File: src/sv/gfmt_pkg.sv
// ----------------------------------------------------------------------------
// gfmt_pkg
// Shared widths, reset values, register indexes, the queue entry type, the
// back-end state type and the median helper for the motion tracker.
// ----------------------------------------------------------------------------
package gfmt_pkg;

  // Field widths.
  localparam int unsigned LatW     = 31;
  localparam int unsigned LonW     = 32;
  localparam int unsigned HdopW    = 14;
  localparam int unsigned TimeW    = 32;
  localparam int unsigned DistW    = 32;
  localparam int unsigned ThrW     = 16;
  localparam int unsigned CfgDataW = 16;

  // Reset values.
  localparam logic [HdopW-1:0] HdopLimitRst = 14'd300;
  localparam logic [ThrW-1:0]  MoveThrRst   = 16'd1000;
  localparam logic [HdopW-1:0] HeldHdopRst  = 14'd9990;

  // Ring of recent locations.
  localparam int unsigned WinDepth = 3;
  localparam int unsigned SlotW    = 2;

  // Default depth of the queue between front and back.
  localparam int unsigned QueueDepthDef = 2;

  // Distance scaling: one 1e-7 degree step is 11132/1000 mm.
  localparam logic [13:0] DistScale = 14'd11132;
  localparam logic [10:0] DistDen   = 11'd1000;

  // Square root: one result bit per cycle.
  localparam int unsigned SqrtSteps = 32;
  localparam int unsigned SqrtCntW  = 5;

  // Divide by 1000: four quotient bits per cycle over a 48 bit dividend.
  localparam int unsigned DivBits     = 48;
  localparam int unsigned DivStepBits = 4;
  localparam int unsigned DivSteps    = DivBits / DivStepBits;
  localparam int unsigned DivCntW     = 4;

  // Configuration register indexes.
  typedef enum logic {
    CfgHdopLimit = 1'b0,
    CfgMoveThr   = 1'b1
  } cfg_index_e;

  // One classified report travelling from front to back.
  typedef struct packed {
    logic signed [LatW-1:0] lat;
    logic signed [LonW-1:0] lon;
    logic                   fix;
    logic                   acquired;
    logic                   lost;
    logic [TimeW-1:0]       now;
  } job_t;

  // Back-end sequencer states.
  typedef enum logic [3:0] {
    BkIdle,
    BkDiff,
    BkSqA,
    BkSqB,
    BkSum,
    BkStart,
    BkSqrt,
    BkScale,
    BkDiv,
    BkEval,
    BkWrite
  } back_state_e;

  // Median of three signed values; equal values give that value.
  function automatic logic signed [31:0] med3(input logic signed [31:0] a,
                                              input logic signed [31:0] b,
                                              input logic signed [31:0] c);
    logic signed [31:0] lo;
    logic signed [31:0] hi;
    logic signed [31:0] m;
    lo = (a < b) ? a : b;
    hi = (a < b) ? b : a;
    m  = (hi < c) ? hi : c;
    return (lo > m) ? lo : m;
  endfunction

endpackage

File: src/sv/gfmt_queue.sv
// ----------------------------------------------------------------------------
// gfmt_queue
// Short first-in first-out queue of classified jobs between front and back.
// ----------------------------------------------------------------------------
module gfmt_queue #(
  parameter int unsigned Depth = gfmt_pkg::QueueDepthDef
) (
  input  logic           clk_i,
  input  logic           rst_ni,
  input  logic           push_i,
  input  gfmt_pkg::job_t push_data_i,
  output logic           full_o,
  input  logic           pop_i,
  output logic           valid_o,
  output gfmt_pkg::job_t pop_data_o
);
  import gfmt_pkg::*;

  localparam int unsigned PtrW = $clog2(Depth);
  localparam int unsigned CntW = $clog2(Depth + 1);

  job_t            mem_q [Depth];
  logic [PtrW-1:0] wr_ptr_q, rd_ptr_q;
  logic [CntW-1:0] count_q;
  logic            do_push, do_pop;

  assign full_o     = (count_q == CntW'(Depth));
  assign valid_o    = (count_q != '0);
  assign do_push    = push_i && !full_o;
  assign do_pop     = pop_i && valid_o;
  assign pop_data_o = mem_q[rd_ptr_q];

  // Pointers and fill count.
  always_ff @(posedge clk_i or negedge rst_ni) begin
    if (!rst_ni) begin
      wr_ptr_q <= '0;
      rd_ptr_q <= '0;
      count_q  <= '0;
    end else begin
      if (do_push) begin
        wr_ptr_q <= (wr_ptr_q == PtrW'(Depth - 1)) ? '0 : wr_ptr_q + 1'b1;
      end
      if (do_pop) begin
        rd_ptr_q <= (rd_ptr_q == PtrW'(Depth - 1)) ? '0 : rd_ptr_q + 1'b1;
      end
      if (do_push && !do_pop) begin
        count_q <= count_q + 1'b1;
      end else if (do_pop && !do_push) begin
        count_q <= count_q - 1'b1;
      end
    end
  end

  // Entry storage.
  always_ff @(posedge clk_i) begin
    if (do_push) begin
      mem_q[wr_ptr_q] <= push_data_i;
    end
  end

endmodule

File: config.mk
export PLATFORM = sky130hd
export DESIGN_NAME = gfmt_queue
export DESIGN_NICKNAME = d
export VERILOG_FILES = /design/src/sv/gfmt_pkg.sv /design/src/sv/gfmt_queue.sv
export SDC_FILE = /design/constraint.sdc
export NUM_CORES = 1
export LEC_CHECK = 0
export ABC_AREA = 1
export BUFFER_PORTS_ARGS = -buffer_cell sky130_fd_sc_hd__buf_4
export CORE_MARGIN = 5
export CORE_UTILIZATION = 49
export CTS_BUF_LIST = sky130_fd_sc_hd__clkbuf_8
export CTS_CLUSTER_DIAMETER = 60
export DETAILED_ROUTE_END_ITERATION = 8
export PLACE_DENSITY = 0.78
export SYNTH_ARGS = -nofsm -noshare
export SYNTH_HDL_FRONTEND = slang
export SYNTH_SLANG_ARGS = --single-unit
export TNS_END_PERCENT = 100
File: constraint.sdc
create_clock -name clk_i -period 5.6 [get_ports clk_i]
set_input_delay 0.56 -clock clk_i [delete_from_list [all_inputs] [get_ports clk_i]]
set_output_delay 0.56 -clock clk_i [all_outputs]
set_load 0.005 [all_outputs]
# Yosys cells after proc, flatten, opt, wreduce, memory -nomap -nowiden
# Memory sizes are Yosys's and may differ from the RTL's.
# Cells that the tools add are included.
[word_totals] n_memories=1 output_inout_bits=100 ff_bits=4 ramBits=196
[memory_table] name="mem_q" words=2 word_bits=98 read_ports=1 rd_clocked_by_memory_dff=0 wr=1 line="gfmt_queue.sv:22" source="job_t mem_q [Depth];"
[op_classes] eq_ne=1 addsub=4 mux=6 n_reduce_logical=9
[op_table] operator="1-bit logical AND" n=4
[op_table] operator="1-bit 2-to-1 mux" n=4
[op_table] operator="2-bit 2-to-1 mux" n=2
[op_table] operator="2-bit nonzero test" n=2
[op_table] operator="1-bit zero test" n=3
[op_table] operator="1-bit adder (second input constant)" n=2
[op_table] operator="2-bit by 1-bit adder with 2-bit output (second input constant)" n=1
[op_table] operator="2-bit == test (second input constant)" n=1
[op_table] operator="2-bit by 1-bit subtractor with 2-bit output (second input constant)" n=1

# Longest topological paths before layout
# Gate-level depths: netlist of the first run.
[depth] ltp_word=7 mapped_depth=9 mapped_depth_nobuf=9

# Worst setup path before layout of the first run
# No wires, ideal clock.
[synth_timing] kind="input -> register" start="input port push_i" end="memory mem_q[1][0] (netlist bit) (enable)" setup_ns=0.556 t_arrival_ns=4.744 cell_stages=2 required_time_ns=5.044 setup_slack_ns=0.300 path_buffers=0 cell_sequence="o21ai_0 nor2_1"
[synth_via] elab_chain_cells=3
[synth_lines] item="from (decl)" line="gfmt_queue.sv:10" source="input logic push_i,"
[synth_lines] item="1-bit logical AND" line="gfmt_queue.sv:29" source="assign do_push = push_i && !full_o;"
[synth_lines] item="1-bit 2-to-1 mux" line="gfmt_queue.sv:56" source="if (do_push) begin"
[synth_lines] item="1-bit 2-to-1 mux (not written as such)" line="gfmt_queue.sv:57" source="mem_q[wr_ptr_q] <= push_data_i;"
[synth_lines] item="to (decl)" line="gfmt_queue.sv:22"
# No other way between the ends.

==> results.cfg, run 1 <==
[outcome]
status = completed

[layout]
layout_common_cells = nand2_1 (305), buf_4 (204), edfxtp_1 (196)
num-fill-cells = 1088
design_area_sq_um = 9350
final_common_cell = nand2_1
syn_to_final_growth_pct = 27.3
fin_nets = 849
drive_gt1_frac = 0.313
diodes = 0

[place]
place_area_sq_um = 8990
gp_congestion = 0.750
post-dp-hpwl_mm = 9.90
io_buffer_count = 201
dp_slack_ps = 2850

[sta]
max_freq_mhz = 346
holdWs_ps = 293
setup_tns_ps = 0
slew_headroom = 0.321
worstMarginPinSlew_ps = 1020
rsz0062_at_grt = false
skew_ps = 9.53
setup_viol = 0
final_max_slew_viol_count = 0
hold_viol_final = 0
min_period_ps = 2890
timing.final.crit_share = 0.516
setup_slack_ps = 2710

[cts]
clkTransAtPathRegs_ps = 100
cts_buffers = 17
clockRootBuffer = clkbuf_8
post_cts_buffers = 0
clockBufferDepth = 2
htreeDepth = 4
cts_tree = yes
cts-resized-gates = 0
clock_latency_ps = 440
cts_sinks = 200

[global_route]
grtUsageTotal = 0.171
busiest_layer = met2
grt_pass1_vias = 4796
grt.met1_usage = 0.207
global_route.usage.met2 = 0.282
overflow = 0
grt_max_degree = 100
use_met3 = 0.0744
grt_antenna_before_repair = 0
grt_pass1_wl_mm = 23.8

[critical_path]
path_max_fanout = 99
required_ps = 5040
endpoint_kind = output port
critPathArrivalTime_ps = 2330
reg2regPathDepth = 4
cp-start-kind = flip-flop
criticalPathCategory = flip-flop to output port

[die]
core_area_sq_um = 14600
ioPinCount = 202
dieArea_sq_um = 17500
rows = 44
die_h_um = 132
initial_core_util = 0.503
die_x_um = 132

[drt]
vias = 4581
dr.pass1.iters = 7
drt_iter0_drc = 266
remaining_drc_errors = 0
wirelength_mm = 14.8
via_per_inst = 4.86
routedWlPerCell_um = 15.7
drtAntennaViolNets = 0

[yosys]
seq_area_frac_synth = 0.815
synth_area_leaders = edfxtp_1 (80%), nand2_1 (16%), dfrtp_1 (1.4%)
synth_area_leader_cell = edfxtp_1
yosysUniqueCellTypes = 14
synth_area_sq_um = 7340
ys_ff_latch = 200
ys_warn_count = 0
syn_avg_cell_area_sq_um = 13.5
synth_top_area_frac = 0.802
synth_cells = 543
synth_fp_nets = 646

[worst_hold_path]
hold_path_depth = 1
hold_class = primary input to flip-flop

[power_and_ir_drop]
switching_share = 0.320
p_sw_w = 0.00144
peakVddDrop_uv = 292
power_density_nw_per_um2 = 481
finalPower_w = 0.00449
p_int_w = 0.00305
p_comb_frac = 0.342
p_seq_frac = 0.480
clock_power_share = 0.179
leakage_nw = 3.99

[job]
cap_violations = 0
worst max-delay path, stage by stage (launching register included):
cell,delay [ps]
dfrtp_4,650
inv_4,790
nand2_1,130
nand2_1,130
buf_4,120
repair_timing:
action,in CTS,in global routing
hold buffers,1,0
hold endpoints to repair,4,0
setup endpoints to repair,0,0
cells by family after synthesis:
family,synth area share
compound gates,0.000681
fa+ha+maj,0.00170
simple gates,0.160
buf+inv,0.0215
flops,0.815
xor+xnor,0.00119
per-stage QoR:
step                 util  std cells
floorplan               -        543
global placement    0.616        910
detailed placement  0.616        910
CTS                 0.641        942
global route        0.641        942
finish              0.641        942
power groups by stage:
stage	Clock, W	Sequential, W	Combinational (W)
after CTS	0.000828	0.00216	0.00158
final	0.000803	0.00215	0.00154
after detailed placement	0	0.00219	0.00157
after global routing	0.000896	0.00219	0.00172
after floorplan	0	0.00217	0.000778
after global placement	0	0.00218	0.00154
cells in the mapped netlist, drive strengths merged:
cell	n
nand2	305
edfxtp	196
buf	21
inv	8
dfrtp	4
nor2	3
nand3	2
ha	1
nand4	1
o21ai	1
xnor2	1
flip-flops by register name, summed over array words and instances, names as in the netlist:
register,cells
count_q,2
mem_q,196
rd_ptr_q,1
wr_ptr_q,1
cell type report:
cell class / instances / area [sq um] / share of cell area
inverter: 8 / 35.0 / 0.00375
clock buffer: 17 / 234 / 0.0250
sequential: 200 / 5990 / 0.641
tap: 184 / 230 / 0.0246
clock inverter: 14 / 110 / 0.0118
timing repair buffer: 205 / 1540 / 0.165
multi-input combinational: 314 / 1210 / 0.129
worst paths after layout:
kind / slack (ps) / from / end
worst max-delay path: 2710 / rd_ptr_q / pop_data_o[66]
worst min-delay path: 290 / push_data_i[4] / mem_q[1][4]
worst max register to register: 3020 / count_q[1] / mem_q[1][18]
worst min register to register: 490 / count_q[1] / count_q[1]
max in group asynchronous: 5030 / rst_ni / rd_ptr_q
min in group asynchronous: 450 / rst_ni / count_q[1]
layer usage:
layer,vias up,share of wire
met5,-,0
met4,0,0.013
met3,16,0.10
met2,178,0.49
met1,2162,0.39
li1,2225,-
Power figures use the tool's default switching activity.
==> inputs of run 2 (changes only) <==
Clock period 5.6 ns to 2.6 ns, I/O delays scaled along.
==> run 2 against run 1 <==
Compared with the run above:
- via count rose by 11%
- combinational power rose by 140%
- worst setup slack got worse by 2200 ps
- sequential cell count did not move
- global-route usage rose by 2.9 points
- sequential power rose by 110%
- critical path depth rose by 1
- worst hold slack got worse by 230 ps
- clock-buffer cell count did not move
- largest power group unchanged
==> results.cfg, run 2 (synthesized netlist as in run 1, its figures left out) <==
[outcome]
status = completed

[drt]
remaining_drc_errors = 0
drt_iter0_drc = 233
top_layer = met4
wl_met1_mm = 6.27
routedWlPerCell_um = 16.9
dr_wl_met3_mm = 1.47
wirelength_mm = 17.6
via_per_inst = 4.86
vias = 5079
dr_wl_met2_mm = 9.52
drtAntennaViolNets = 0
dr.pass1.iters = 4

[die]
ioPinCount = 202
die_x_um = 132
rows = 44
dieArea_sq_um = 17500
core_area_sq_um = 14600
die_h_um = 132
initial_core_util = 0.503

[global_route]
grt_pass1_vias = 5489
grtUsageTotal = 0.201
grt_pass1_wl_mm = 27.7
grt_max_degree = 100
overflow = 0
grt_antenna_before_repair = 1

[place]
post-dp-hpwl_mm = 10.4
io_buffer_count = 201
gp_congestion = 0.797

[sta]
final_max_slew_viol_count = 0
setup_viol = 0
min_period_ps = 2080
timing.final.crit_share = 0.799
max_freq_mhz = 481
slew_headroom = 0.617
skew_ps = 10.9
rsz0062_at_grt = false
setup_tns_ps = 0
worstMarginPinSlew_ps = 575
hold_viol_final = 0

[layout]
syn_to_final_growth_pct = 42.1
fin_nets = 950
final_common_cell = nand2_1
drive_gt1_frac = 0.278
largestRegisters = mem_q: 196 flops, count_q: 2 flops
layout_common_cells = nand2_1 (305), buf_4 (203), edfxtp_1 (196)
fin_util = 0.715
largest-register = mem_q
largest_reg_flops = 196

[critical_path]
critPathArrivalTime_ps = 1820
path_max_fanout = 53
cp_num_buf_inv = 3
criticalPathCategory = flip-flop to output port
endpoint_kind = output port
crit_chain = inv_4 -> buf_12 -> nand2_1 -> nand2_1 -> buf_4
required_ps = 2340
critPathMaxStageDelay_ps = 510
cpMostUsedCell = nand2_1
cp-start-kind = flip-flop
critPathTopFamily = buffers and inverters
cp_slowest_cell = dfrtp_4

[power_and_ir_drop]
power_density_nw_per_um2 = 973
finalPower_w = 0.0101
peakVddDrop_uv = 697
leakage_nw = 4.45

[cts]
htreeDepth = 4
cts_tree = yes
clock_latency_ps = 460
clkTransAtPathRegs_ps = 90
clockBufferDepth = 2
clockRootBuffer = clkbuf_8
cts_sinks = 200
cts_buffers = 17
cts-resized-gates = 0

[worst_hold_path]
hold_class = primary input to flip-flop

[job]
cap_violations = 0
[run 2: repair_timing]
action / 4_1_cts / 5_1_grt
hold buffers: 99 / 0
setup buffers: 0 / 0
endpoints found under the hold margin: 200 / 0
[run 2: path summary, 6_finish.rpt]
path | startpoint | end | slack [ps] | depth (start not counted)
worst max register to register | count_q[1] | mem_q[0][25] | 710 | 6
min in group asynchronous | rst_ni | count_q[0] | 140 | 2
worst min register to register | wr_ptr_q | wr_ptr_q | 520 | 2
worst min-delay path | pop_i | rd_ptr_q | 70 | 3
worst max-delay path | rd_ptr_q | pop_data_o[54] | 520 | 5
max in group asynchronous | rst_ni | rd_ptr_q | 2350 | 2
[run 2: metal layers]
| metal | global-route usage | vias to the layer above |
|---|---|---|
| met3 | 0.0767 | 34 |
| met2 | 0.362 | 209 |
| met4 | 0.0696 | 0 |
| met5 | 0 | - |
| met1 | 0.214 | 2409 |
| li1 | - | 2427 |
[run 2: worst min-delay path, stage by stage]
cell and delay [ps]:
buf_4 90, nand3_1 70, nand2_1 60
[run 2: area by class of cell]
cell class	count	area, sq um
antenna	1	2.50
clock buffer	17	234
clock inverter	15	136
fill	926	4160
inverter	8	36.3
multi-input combinational	314	1210
sequential	200	5990
tap	184	230
timing repair buffer	306	2590
[run 2: through the flow]
stage / worst slack (ps) / instance area (sq um) / hold WS [ps] / cells
after CTS: 471 / 10400 / 32.3 / 1044
final: 522 / 10400 / 66.4 / 1045
after global placement: 850 / 9070 / 58.7 / 913
after global routing: 362 / 10400 / 35.4 / 1045
after floorplan: 22.8 / 7350 / -35.6 / 543
after detailed placement: 752 / 9070 / 60.9 / 913
[run 2: where the power goes]
| group | switching [W] | total, W | internal (W) |
|---|---|---|---|
| Sequential | 0.000186 | 0.00458 | 0.00439 |
| Combinational | 0.00208 | 0.00370 | 0.00162 |
| Clock | 0.00102 | 0.00187 | 0.000841 |
