File: src/sv/gfmt_pkg.sv
// ----------------------------------------------------------------------------
// gfmt_pkg
// Shared widths, reset values, register indexes, the queue entry type, the
// back-end state type and the median helper for the motion tracker.
// ----------------------------------------------------------------------------
package gfmt_pkg;

  // Field widths.
  localparam int unsigned LatW     = 31;
  localparam int unsigned LonW     = 32;
  localparam int unsigned HdopW    = 14;
  localparam int unsigned TimeW    = 32;
  localparam int unsigned DistW    = 32;
  localparam int unsigned ThrW     = 16;
  localparam int unsigned CfgDataW = 16;

  // Reset values.
  localparam logic [HdopW-1:0] HdopLimitRst = 14'd300;
  localparam logic [ThrW-1:0]  MoveThrRst   = 16'd1000;
  localparam logic [HdopW-1:0] HeldHdopRst  = 14'd9990;

  // Ring of recent locations.
  localparam int unsigned WinDepth = 3;
  localparam int unsigned SlotW    = 2;

  // Default depth of the queue between front and back.
  localparam int unsigned QueueDepthDef = 2;

  // Distance scaling: one 1e-7 degree step is 11132/1000 mm.
  localparam logic [13:0] DistScale = 14'd11132;
  localparam logic [10:0] DistDen   = 11'd1000;

  // Square root: one result bit per cycle.
  localparam int unsigned SqrtSteps = 32;
  localparam int unsigned SqrtCntW  = 5;

  // Divide by 1000: four quotient bits per cycle over a 48 bit dividend.
  localparam int unsigned DivBits     = 48;
  localparam int unsigned DivStepBits = 4;
  localparam int unsigned DivSteps    = DivBits / DivStepBits;
  localparam int unsigned DivCntW     = 4;

  // Configuration register indexes.
  typedef enum logic {
    CfgHdopLimit = 1'b0,
    CfgMoveThr   = 1'b1
  } cfg_index_e;

  // One classified report travelling from front to back.
  typedef struct packed {
    logic signed [LatW-1:0] lat;
    logic signed [LonW-1:0] lon;
    logic                   fix;
    logic                   acquired;
    logic                   lost;
    logic [TimeW-1:0]       now;
  } job_t;

  // Back-end sequencer states.
  typedef enum logic [3:0] {
    BkIdle,
    BkDiff,
    BkSqA,
    BkSqB,
    BkSum,
    BkStart,
    BkSqrt,
    BkScale,
    BkDiv,
    BkEval,
    BkWrite
  } back_state_e;

  // Median of three signed values; equal values give that value.
  function automatic logic signed [31:0] med3(input logic signed [31:0] a,
                                              input logic signed [31:0] b,
                                              input logic signed [31:0] c);
    logic signed [31:0] lo;
    logic signed [31:0] hi;
    logic signed [31:0] m;
    lo = (a < b) ? a : b;
    hi = (a < b) ? b : a;
    m  = (hi < c) ? hi : c;
    return (lo > m) ? lo : m;
  endfunction

endpackage

File: src/sv/gfmt_front.sv
// ----------------------------------------------------------------------------
// gfmt_front
// Accepts reports, keeps the location ring and the held HDOP, decides the
// fix and its edges, picks median or raw position and queues the job.
// ----------------------------------------------------------------------------
module gfmt_front (
  input  logic                           clk_i,
  input  logic                           rst_ni,
  input  logic                           in_valid_i,
  output logic                           in_ready_o,
  input  logic signed [gfmt_pkg::LatW-1:0] report_lat_i,
  input  logic signed [gfmt_pkg::LonW-1:0] report_lon_i,
  input  logic                           location_updated_i,
  input  logic                           location_valid_i,
  input  logic                           hdop_valid_i,
  input  logic [gfmt_pkg::HdopW-1:0]     hdop_value_i,
  input  logic [gfmt_pkg::TimeW-1:0]     now_ms_i,
  input  logic [gfmt_pkg::HdopW-1:0]     hdop_limit_i,
  input  logic                           queue_full_i,
  output logic                           push_o,
  output gfmt_pkg::job_t                 job_o
);
  import gfmt_pkg::*;

  logic signed [LatW-1:0] lat_win_q [WinDepth];
  logic signed [LatW-1:0] lat_win_d [WinDepth];
  logic signed [LonW-1:0] lon_win_q [WinDepth];
  logic signed [LonW-1:0] lon_win_d [WinDepth];
  logic [SlotW-1:0]       slot_q, slot_d;
  logic                   full_q, full_d;
  logic [HdopW-1:0]       hdop_q, hdop_d;
  logic                   prev_fix_q;
  logic                   accept;
  logic                   write_loc;
  logic                   fix;
  logic                   use_med;
  logic signed [31:0]     med_lat;
  logic signed [31:0]     med_lon;

  // A beat is taken whenever the queue has room.
  assign in_ready_o = !queue_full_i;
  assign accept     = in_valid_i && in_ready_o;
  assign write_loc  = location_updated_i && location_valid_i;

  // Ring update: a new valid location overwrites the oldest slot.
  always_comb begin
    lat_win_d = lat_win_q;
    lon_win_d = lon_win_q;
    slot_d    = slot_q;
    full_d    = full_q;
    if (write_loc) begin
      lat_win_d[slot_q] = report_lat_i;
      lon_win_d[slot_q] = report_lon_i;
      if (slot_q == SlotW'(WinDepth - 1)) begin
        slot_d = '0;
        full_d = 1'b1;
      end else begin
        slot_d = slot_q + 1'b1;
      end
    end
  end

  // Held HDOP and fix decision use the value after this report.
  assign hdop_d = hdop_valid_i ? hdop_value_i : hdop_q;
  assign fix    = location_valid_i && (hdop_d < hdop_limit_i);

  // Median per axis over the updated ring.
  assign med_lat = med3({lat_win_d[0][LatW-1], lat_win_d[0]},
                        {lat_win_d[1][LatW-1], lat_win_d[1]},
                        {lat_win_d[2][LatW-1], lat_win_d[2]});
  assign med_lon = med3(lon_win_d[0], lon_win_d[1], lon_win_d[2]);
  assign use_med = full_d && location_valid_i;

  // Job handed to the back end.
  always_comb begin
    job_o.lat      = use_med ? med_lat[LatW-1:0] : report_lat_i;
    job_o.lon      = use_med ? med_lon : report_lon_i;
    job_o.fix      = fix;
    job_o.acquired = fix && !prev_fix_q;
    job_o.lost     = !fix && prev_fix_q;
    job_o.now      = now_ms_i;
  end
  assign push_o = accept;

  // Control state.
  always_ff @(posedge clk_i or negedge rst_ni) begin
    if (!rst_ni) begin
      slot_q     <= '0;
      full_q     <= 1'b0;
      hdop_q     <= HeldHdopRst;
      prev_fix_q <= 1'b0;
    end else if (accept) begin
      slot_q     <= slot_d;
      full_q     <= full_d;
      hdop_q     <= hdop_d;
      prev_fix_q <= fix;
    end
  end

  // Ring contents; only read once every slot has been written.
  always_ff @(posedge clk_i) begin
    if (accept) begin
      lat_win_q <= lat_win_d;
      lon_win_q <= lon_win_d;
    end
  end

endmodule

File: config.mk
export PLATFORM = sky130hd
export DESIGN_NAME = gfmt_front
export DESIGN_NICKNAME = d
export VERILOG_FILES = /design/src/sv/gfmt_pkg.sv /design/src/sv/gfmt_front.sv
export SDC_FILE = /design/constraint.sdc
export NUM_CORES = 1
export LEC_CHECK = 0
export BUFFER_PORTS_ARGS = -buffer_cell sky130_fd_sc_hd__buf_4
export CAP_MARGIN = 20
export CORE_MARGIN = 2
export CORE_UTILIZATION = 40
export CTS_CLUSTER_SIZE = 8
export DETAILED_ROUTE_END_ITERATION = 16
export MAX_ROUTING_LAYER = met4
export SYNTH_ARGS = -nofsm -noshare
export SYNTH_HDL_FRONTEND = slang
export SYNTH_SLANG_ARGS = --single-unit
File: constraint.sdc
create_clock -name clk_i -period 10.7 [get_ports clk_i]
set_input_delay 0.535 -clock clk_i [delete_from_list [all_inputs] [get_ports clk_i]]
set_output_delay 0.535 -clock clk_i [all_outputs]
set_load 0.01 [all_outputs]
# Yosys cells after proc, flatten, opt, wreduce, memory -nomap -nowiden
# Cells that the tools add are included.
# word_totals
wordCells	55
out_inout_bits	100
register_bits	207
# op_classes
n_addsub	1
eq_ne	1
n_reduce_logical	11
n_lt_le_gt_ge	9
n_mux	22
bitwise	1
# ops
cell	n
$mux W32	9
$bwmux W96	1
$mux W96	1
$bwmux W93	1
$mux W31	3
$mux W93	1
$demux W32 S2	1
$gt A32 B32 Y1	2
$lt A32 B32 Y1	2
$demux W31 S2	1
$lt A32 B31 Y1	1
$lt A31 B31 Y1	1
$lt A14 B14 Y1	1
$mux W14	1
$logic_and A1 B1 Y1	7
$ge A3 B3 Y1 const B	1
$logic_not A1 Y1	3
$lt A3 B1 Y1 const B	1
$not A2 Y3	1
$add A2 B1 Y2 const B	1
$eq A2 B2 Y1 const B	1
$mux W1	2
$mux W2	1
$reduce_and A2 Y1	1

# Longest topological paths before layout
# Gate-level depths: netlist (run 1).
# logic_depth
ltp_word	14
depth_mapped	45

# Worst setup path after synthesis (run 1)
# Ideal clock, no wire load.
# synth_path
path_type	input to output
from	in location_updated_i
to	out job_o[73] in the netlist's numbering
cell_stages	41
slack_ps	793
n_path_buf	9
t_arrival_ps	9372
cell_sequence	and4bb_4 > buf_6 > clkbuf_1 > buf_1 > mux2i_1 > inv_1 > ha_1 > nand4_1 > or2_2 > o211ai_1 > inv_1 > o21ai_0 > clkbuf_1 > buf_2 > mux2i_1 > ha_1 > a21o_1 > a21o_1 > (+5 left out) > o31ai_4 > mux2i_4 > buf_2 > buf_2 > a21oi_1 > ha_1 > nand4_1 > nor2_1 > inv_1 > nor4_1 > nand3_1 > nand2b_1 > a41o_1 > a211oi_1 > clkbuf_1 > clkbuf_1 > nor3_1 > o31ai_1
# synth_lines
item	line_no	source
from (decl)	gfmt_front.sv:13	input logic location_updated_i,
to (decl)	gfmt_front.sv:21	output gfmt_pkg::job_t job_o

==> impl_results.md, run 1 <==
* Sw Ratio at about 43%
* Multi-input gate area at 0.0105 mm2
* # DRC at 0
* Die X at ~220 um
* WL/cell at just over 20 um
* Setup Viol. Count Final at 0
* Critical Path Most Common Cell: a21o_1
* Synth cell count leaders: inv_1 (207), mux2i_1 (197), ha_1 (195), edfxtp_1 (189), nand2_1 (163)
* Clock Tree Root: clkbuf_16
* Mapped Nets at approximately 2300
* Ys async rst share at ~8.7%
* Gpl congestion at between 0.9 and 1
* First-pass GRT wire length at 84800 um
* Clock Tree Buf Depth at 3
* Clock latency at the later pin of the worst-skew pair at a little under 0.6 ns
* Yosys reg bits at 207
* Max Transition Viols Final at 0
* Layout cells sized above 1 at 19.6%
* Die area at about 0.046 mm2
* CTS clk-pin slew, worst paths at 0.05 ns
* Pin count of the biggest net entering global routing at 94
* Final ANT Viol Nets at 0
* Iter 0 DRT Violations at approximately 1100
* Crit-path max FO at 22
* DR vias at roughly 15000
* Number of synthesized flops with an enable pin at ~190
* Antenna violations before repair at 1
* Crit path launch type: register
* Tot GR Track Use at a little under a quarter
* Ys flop type: edfxtp_1
* CP Capture Type: output port
* # IOs at 230
* GR Overflow Total at 0
* Pre-CTS WS at -0.0874 ns
* Register share of total power at 23.3%
* Status: finished clean
* Port Buffer Count at roughly 170
* Area contributors post-synth: edfxtp_1 (32%), ha_1 (14%), mux2i_1 (11%), mux2_2 (5.0%), a21oi_1 (4.4%)
* Max Cap Viol at 0
* Switching pwr at 0.00177 W
* CTS tree: built
* Vias in the first global route at ~15000
* Top-area cell type share of the netlist area at 31.8%
* Cell count after synthesis at between 1500 and 2000
* Most numerous cell in the Yosys netlist: inv_1
* Minimum clock period at between 10 and 15 ns
* Library cells used by synthesis at 70
* Min-delay worst type: in -> reg
* H-tree levels at 1
* DIE HEIGHT at approximately 220 um
* CTS buffer count at 30
* Total clock sinks at about 210
* Worst Max-Slew Pin Slew at 1.07 ns
* Slew headroom at between 20% and 30%
* Post-DP HPWL at about 40000 um
* Crit path DAT at between 9 and 10 ns
* F_max at between 90 and 100 MHz
* FF-to-FF setup slack at between 8 and 9 ns
* Reg area at 0.00613 mm2
* Period utilization at a little over nine tenths
* Syn-to-layout area delta at 18.4%
* Largest stage delay, worst path at between 0.4 and 0.5 ns
* Setup TNS at 0 ns
* DRT Pass-1 Iters at 5
* Setup slack after layout at roughly 0.34 ns
* Final hold violations at 0
* VDD IR max at approximately 0.00012 V
* Synthesized area at 0.0179 mm2
* Initial core utilization at ~40%
* Crit Path Category: reg -> out
* Core Box Area at approximately 0.044 mm2
* Biggest area consumer among synthesized cells: edfxtp_1
* Register area share after synthesis at roughly 34%
* Pleak at between 9 and 10 nW
* Post-Place Cells at around 2600
* Final nets at between 2000 and 2500
* Yosys warns at 0
* # rows at just under 80
* Power per Cell Area at between 150 and 200 mW/mm2
* Comb pwr share at 54.5%
* Clock Skews at roughly 0.024 ns
* Fillers at 4208
* Critical Path RT at 10.17 ns
* RSZ-0062 raised after global routing: false
* Final Non-Filler Cells at between 2000 and 3000
* Synthesized area per cell at ~9.2 um2
* WL final at between 50000 and 60000 um
* Internal power at 0.00237 W
* Clock network power share at between 20% and 30%
* CP max-delay cell: and4b_4
* Vias per cell at around 5.7
## worst paths after layout
path                       depth (start not counted)          to       startpoint
max                                               40   job_o[74]        slot_q[1]
min                                                2   hdop_q[0]  hdop_value_i[0]
max reg2reg                                       12  prev_fix_q        hdop_q[1]
min reg2reg                                        2   hdop_q[1]        hdop_q[1]
max in group asynchronous                          2   hdop_q[1]           rst_ni
min in group asynchronous                          2   slot_q[0]           rst_ni
## critical path: cells and delay by family, from the launching register on
| family | cells | cell delay [ns] |
|---|---|---|
| AND/OR/NAND/NOR | 5 | 1.14 |
| adder cells (fa/ha/maj) | 3 | 0.83 |
| flip-flops | 1 | 0.44 |
| AO/OA/AOI/OAI | 21 | 4.27 |
| buffers and inverters | 8 | 1.55 |
| multiplexers | 3 | 0.95 |
## power by group through the flow
| stage | Combinational, W | Sequential, W | Clock (W) |
|---|---|---|---|
| CTS | 0.00214 | 0.000966 | 0.000945 |
| finish | 0.00225 | 0.000966 | 0.000919 |
| global placement | 0.00209 | 0.000979 | 0 |
| floorplan | 0.00138 | 0.000983 | 0 |
| detailed placement | 0.00210 | 0.000982 | 0 |
| global route | 0.00246 | 0.000971 | 0.000966 |
## flip-flops by register name, summed over array words and instances, names as in the netlist
register,count
hdop_q,14
lat_win_q,93
lon_win_q,96
full_q,1
slot_q,2
prev_fix_q,1
## layout make-up
| cell class | instances | share of cell area, % |
|---|---|---|
| clock buffer | 54 | 4.02 |
| inverter | 209 | 3.74 |
| clock inverter | 2 | 0.101 |
| antenna | 1 | 0.0118 |
| timing repair buffer | 243 | 9.80 |
| multi-input combinational | 1397 | 49.8 |
| tap | 592 | 3.50 |
| sequential | 207 | 29.0 |
## cells by family after synthesis
family	count (synthesis)	share of synthesized area, %
buffers and inverters	334	8.04
AND/OR/NAND/NOR	495	12.5
flip-flops	207	34.3
AO/OA/AOI/OAI	424	14.9
XOR/XNOR	4	0.196
multiplexers	279	16.4
adder cells (fa/ha/maj)	195	13.7
## routing by layer
metal / track usage, % / routed length (um) / vias to the layer above
li1: - / - / 7308
met3: 3.02 / 3470 / 81
met1: 32.4 / 25600 / 7399
met4: 6.21 / 1150 / 0
met2: 36.9 / 25000 / 537
met5: - / 0 / -
## stage by stage
| step | instance area [um2] | hold WS, ns | utilization, % | power [W] |
|---|---|---|---|---|
| 3_3_place_gp | 19700 | 0.430 | 44.7 | 0.00307 |
| 4_1_cts | 20700 | 0.176 | 47.0 | 0.00405 |
| 6_report | 21200 | 0.214 | 48.0 | 0.00414 |
| 2_1_floorplan | 17900 | 0.239 | - | 0.00236 |
| 5_1_grt | 21200 | 0.208 | 48.0 | 0.00439 |
| 3_5_place_dp | 19700 | 0.433 | 44.7 | 0.00308 |
## layout by cell type, fill, tap and decap left out, drive strengths merged, types with 3 or more instances in the layout
master | netlist | final
or3 | 4 | 4
o2bb2ai | 10 | 10
nor2 | 140 | 140
o21ai | 77 | 77
a31oi | 17 | 17
nor2b | 16 | 16
dfstp | 6 | 6
nand3 | 46 | 46
a211oi | 25 | 25
nand2 | 163 | 163
ha | 195 | 195
mux2 | 79 | 79
a21oi | 158 | 158
buf | 67 | 238
a21o | 42 | 42
nand2b | 9 | 9
a22oi | 5 | 5
and2 | 4 | 4
o31ai | 24 | 24
nor3 | 71 | 71
inv | 208 | 209
edfxtp | 189 | 189
nand4 | 27 | 27
dfrtp | 12 | 12
a21boi | 3 | 3
xnor2 | 3 | 3
o211ai | 23 | 23
clkbuf | 58 | 57
mux2i | 200 | 200
o21a | 13 | 13
## what timing repair did
item,CTS,global route
pin swaps,1,11
buffers inserted,4,16
hold buffers,1,0
endpoints found under the setup margin,40,63
gates resized for setup,11,43
gates cloned,1,3
endpoints found under the hold margin,12,0
Power figures use the tool's default switching activity.
==> run 2, diff against run 1 <==
--- a/config.mk
+++ b/config.mk
@@ -7,7 +7,7 @@
 export LEC_CHECK = 0
 export BUFFER_PORTS_ARGS = -buffer_cell sky130_fd_sc_hd__buf_4
 export CAP_MARGIN = 20
-export CORE_MARGIN = 2
+export CORE_MARGIN = 1
 export CORE_UTILIZATION = 40
 export CTS_CLUSTER_SIZE = 8
 export DETAILED_ROUTE_END_ITERATION = 16
==> run 2 against run 1 <==
  * Non-clock buffer count is the same
  * Register-to-register slack barely moved
  * Critical path depth stayed put
  * First-iteration DRC count decreased by 11%
  * Fmax grew 0.64%
  * Largest cell class unchanged
  * Sequential cell count did not move
  * Sequential power barely moved
  * Critical endpoint is now job_o[71]
==> impl_results.md, run 2 (synthesis gave the netlist of run 1 again) <==
* Final nets at 2413
* Core Box Area at about 0.044 mm2
* # DRC at 0
* CTS clk-pin slew, worst paths at 0.05 ns
* Minimum clock period at around 10 ns
* F_max at ~97 MHz
* First-pass GRT wire length at ~84000 um
* Commonest non-fill, non-tap cell in the layout: buf_4
* Die area at approximately 0.046 mm2
* Worst Max-Slew Pin Slew at between 1 and 1.5 ns
* Antenna violations before repair at 0
* H-tree levels at 1
* Min-delay worst type: in -> reg
* Clock latency at the later pin of the worst-skew pair at between 0.5 and 0.6 ns
* Pleak at between 9 and 10 nW
* CP Capture Type: output port
* Fillers at approximately 4200
* Slew headroom at 29.3%
* WL final at around 55000 um
* Max Cap Viol at 0
* Syn-to-layout area delta at 18.4%
* Tot GR Track Use at between 20% and 30%
* Pre-CTS WS at -0.0612 ns
* Critical Path RT at approximately 10 ns
* Port Buffer Count at 165
* Commonest cells after routing, fill and taps aside: buf_4 (221), inv_1 (207), ha_1 (194)
* Clock Tree Buf Depth at 3
* Reg area at ~0.006 mm2
* Period utilization at approximately 96%
* Setup TNS at 0 ns
* Setup slack after layout at between 0.4 and 0.5 ns
* WL/cell at between 20 and 25 um
* Regs by FF count: lon_win_q x96, lat_win_q x93, hdop_q x14
* Max Transition Viols Final at 0
* # rows at 77
* DR vias at 15100
* Crit-path max FO at 20
* Tot Pwr at 0.00415 W
* Largest stage delay, worst path at between 0.4 and 0.5 ns
* WHS at around 0.21 ns
* Vias in the first global route at 14900
* Initial core utilization at roughly 40%
* Final ANT Viol Nets at 0
* Power per Cell Area at 196 mW/mm2
* Number of flip-flops in the largest register at 96
* Vias per cell at between 5 and 6
* DIE HEIGHT at 213 um
* Util after Layout at between 40% and 50%
* CP max-delay cell: dfrtp_1
* VDD IR max at between 0.0001 and 0.00015 V
* # IOs at 230
* Crit path launch type: register
* Crit path DAT at around 10 ns
* Final hold violations at 0
* Pin count of the biggest net entering global routing at between 100 and 150
* Clock Tree Root: clkbuf_16
* Iter 0 DRT Violations at 938
* DRT Pass-1 Iters at 5
* Biggest register: lon_win_q
* GR Overflow Total at 0
* Die X at about 210 um
* CTS tree: built
* Layout cells sized above 1 at between 10% and 20%
* Setup Viol. Count Final at 0
* Clock Skews at 0.00453 ns
* Gpl congestion at 0.935
* Crit Path Category: reg -> out
* Multi-input gate area at 0.0106 mm2
* Status: finished clean
* Post-DP HPWL at approximately 40000 um
* Total clock sinks at ~210
* Antenna cells at 0
* CTS buffer count at 30
run 2: path summary, 6_finish.rpt:
| check | endpoint | depth (start not counted) | slack (ns) | from |
|---|---|---|---|---|
| min reg2reg | hdop_q[1] | 2 | 0.45 | hdop_q[1] |
| max | job_o[71] | 40 | 0.41 | slot_q[0] |
| min in group asynchronous | hdop_q[12] | 2 | 0.40 | rst_ni |
| max in group asynchronous | hdop_q[1] | 2 | 10.02 | rst_ni |
| max reg2reg | prev_fix_q | 12 | 8.13 | hdop_q[1] |
| min | hdop_q[0] | 2 | 0.21 | hdop_value_i[0] |
run 2: power by group:
group	total (W)	switching (W)	internal, W
Combinational	0.00230	0.00137	0.000928
Sequential	0.000966	0.0000174	0.000949
Clock	0.000892	0.000363	0.000529
Total	0.00415	0.00175	0.00241
run 2: through the flow:
stage / instance area (um2) / instances
final: 21200 / 2696
after detailed placement: 19800 / 2633
after floorplan: 17900 / 1938
after CTS: 20700 / 2683
after global placement: 19800 / 2633
after global routing: 21200 / 2696
run 2: routing by layer:
metal	share of wire [%]	routed length (um)	global-route usage, %	up-vias
li1	-	-	-	7300
met1	46	25200	33.2	7248
met2	46	25100	38.3	477
met3	5.9	3200	2.52	76
met4	2.1	1170	5.81	0
met5	0	0	-	-
run 2: cell type report:
| cell class | count | share of cell area, % |
|---|---|---|
| multi-input combinational | 1397 | 49.9 |
| sequential | 207 | 29.0 |
| timing repair buffer | 243 | 9.80 |
| clock buffer | 47 | 4.00 |
| inverter | 209 | 3.74 |
| tap | 592 | 3.50 |
| clock inverter | 1 | 0.0177 |
run 2: critical path, delay by kind of cell, from the launching register on:
| family | cells | cell delay, ns |
|---|---|---|
| adder cells (fa/ha/maj) | 3 | 0.96 |
| AND/OR/NAND/NOR | 10 | 1.85 |
| multiplexers | 3 | 1.02 |
| AO/OA/AOI/OAI | 12 | 2.90 |
| buffers and inverters | 12 | 1.98 |
| flip-flops | 1 | 0.44 |
run 2: repair_timing:
item,CTS,global route
endpoints found under the setup margin,31,63
cloned,0,4
hold buffers,1,0
buffers inserted,1,9
gates resized for setup,8,47
pin swaps,1,8
hold endpoints to repair,12,0
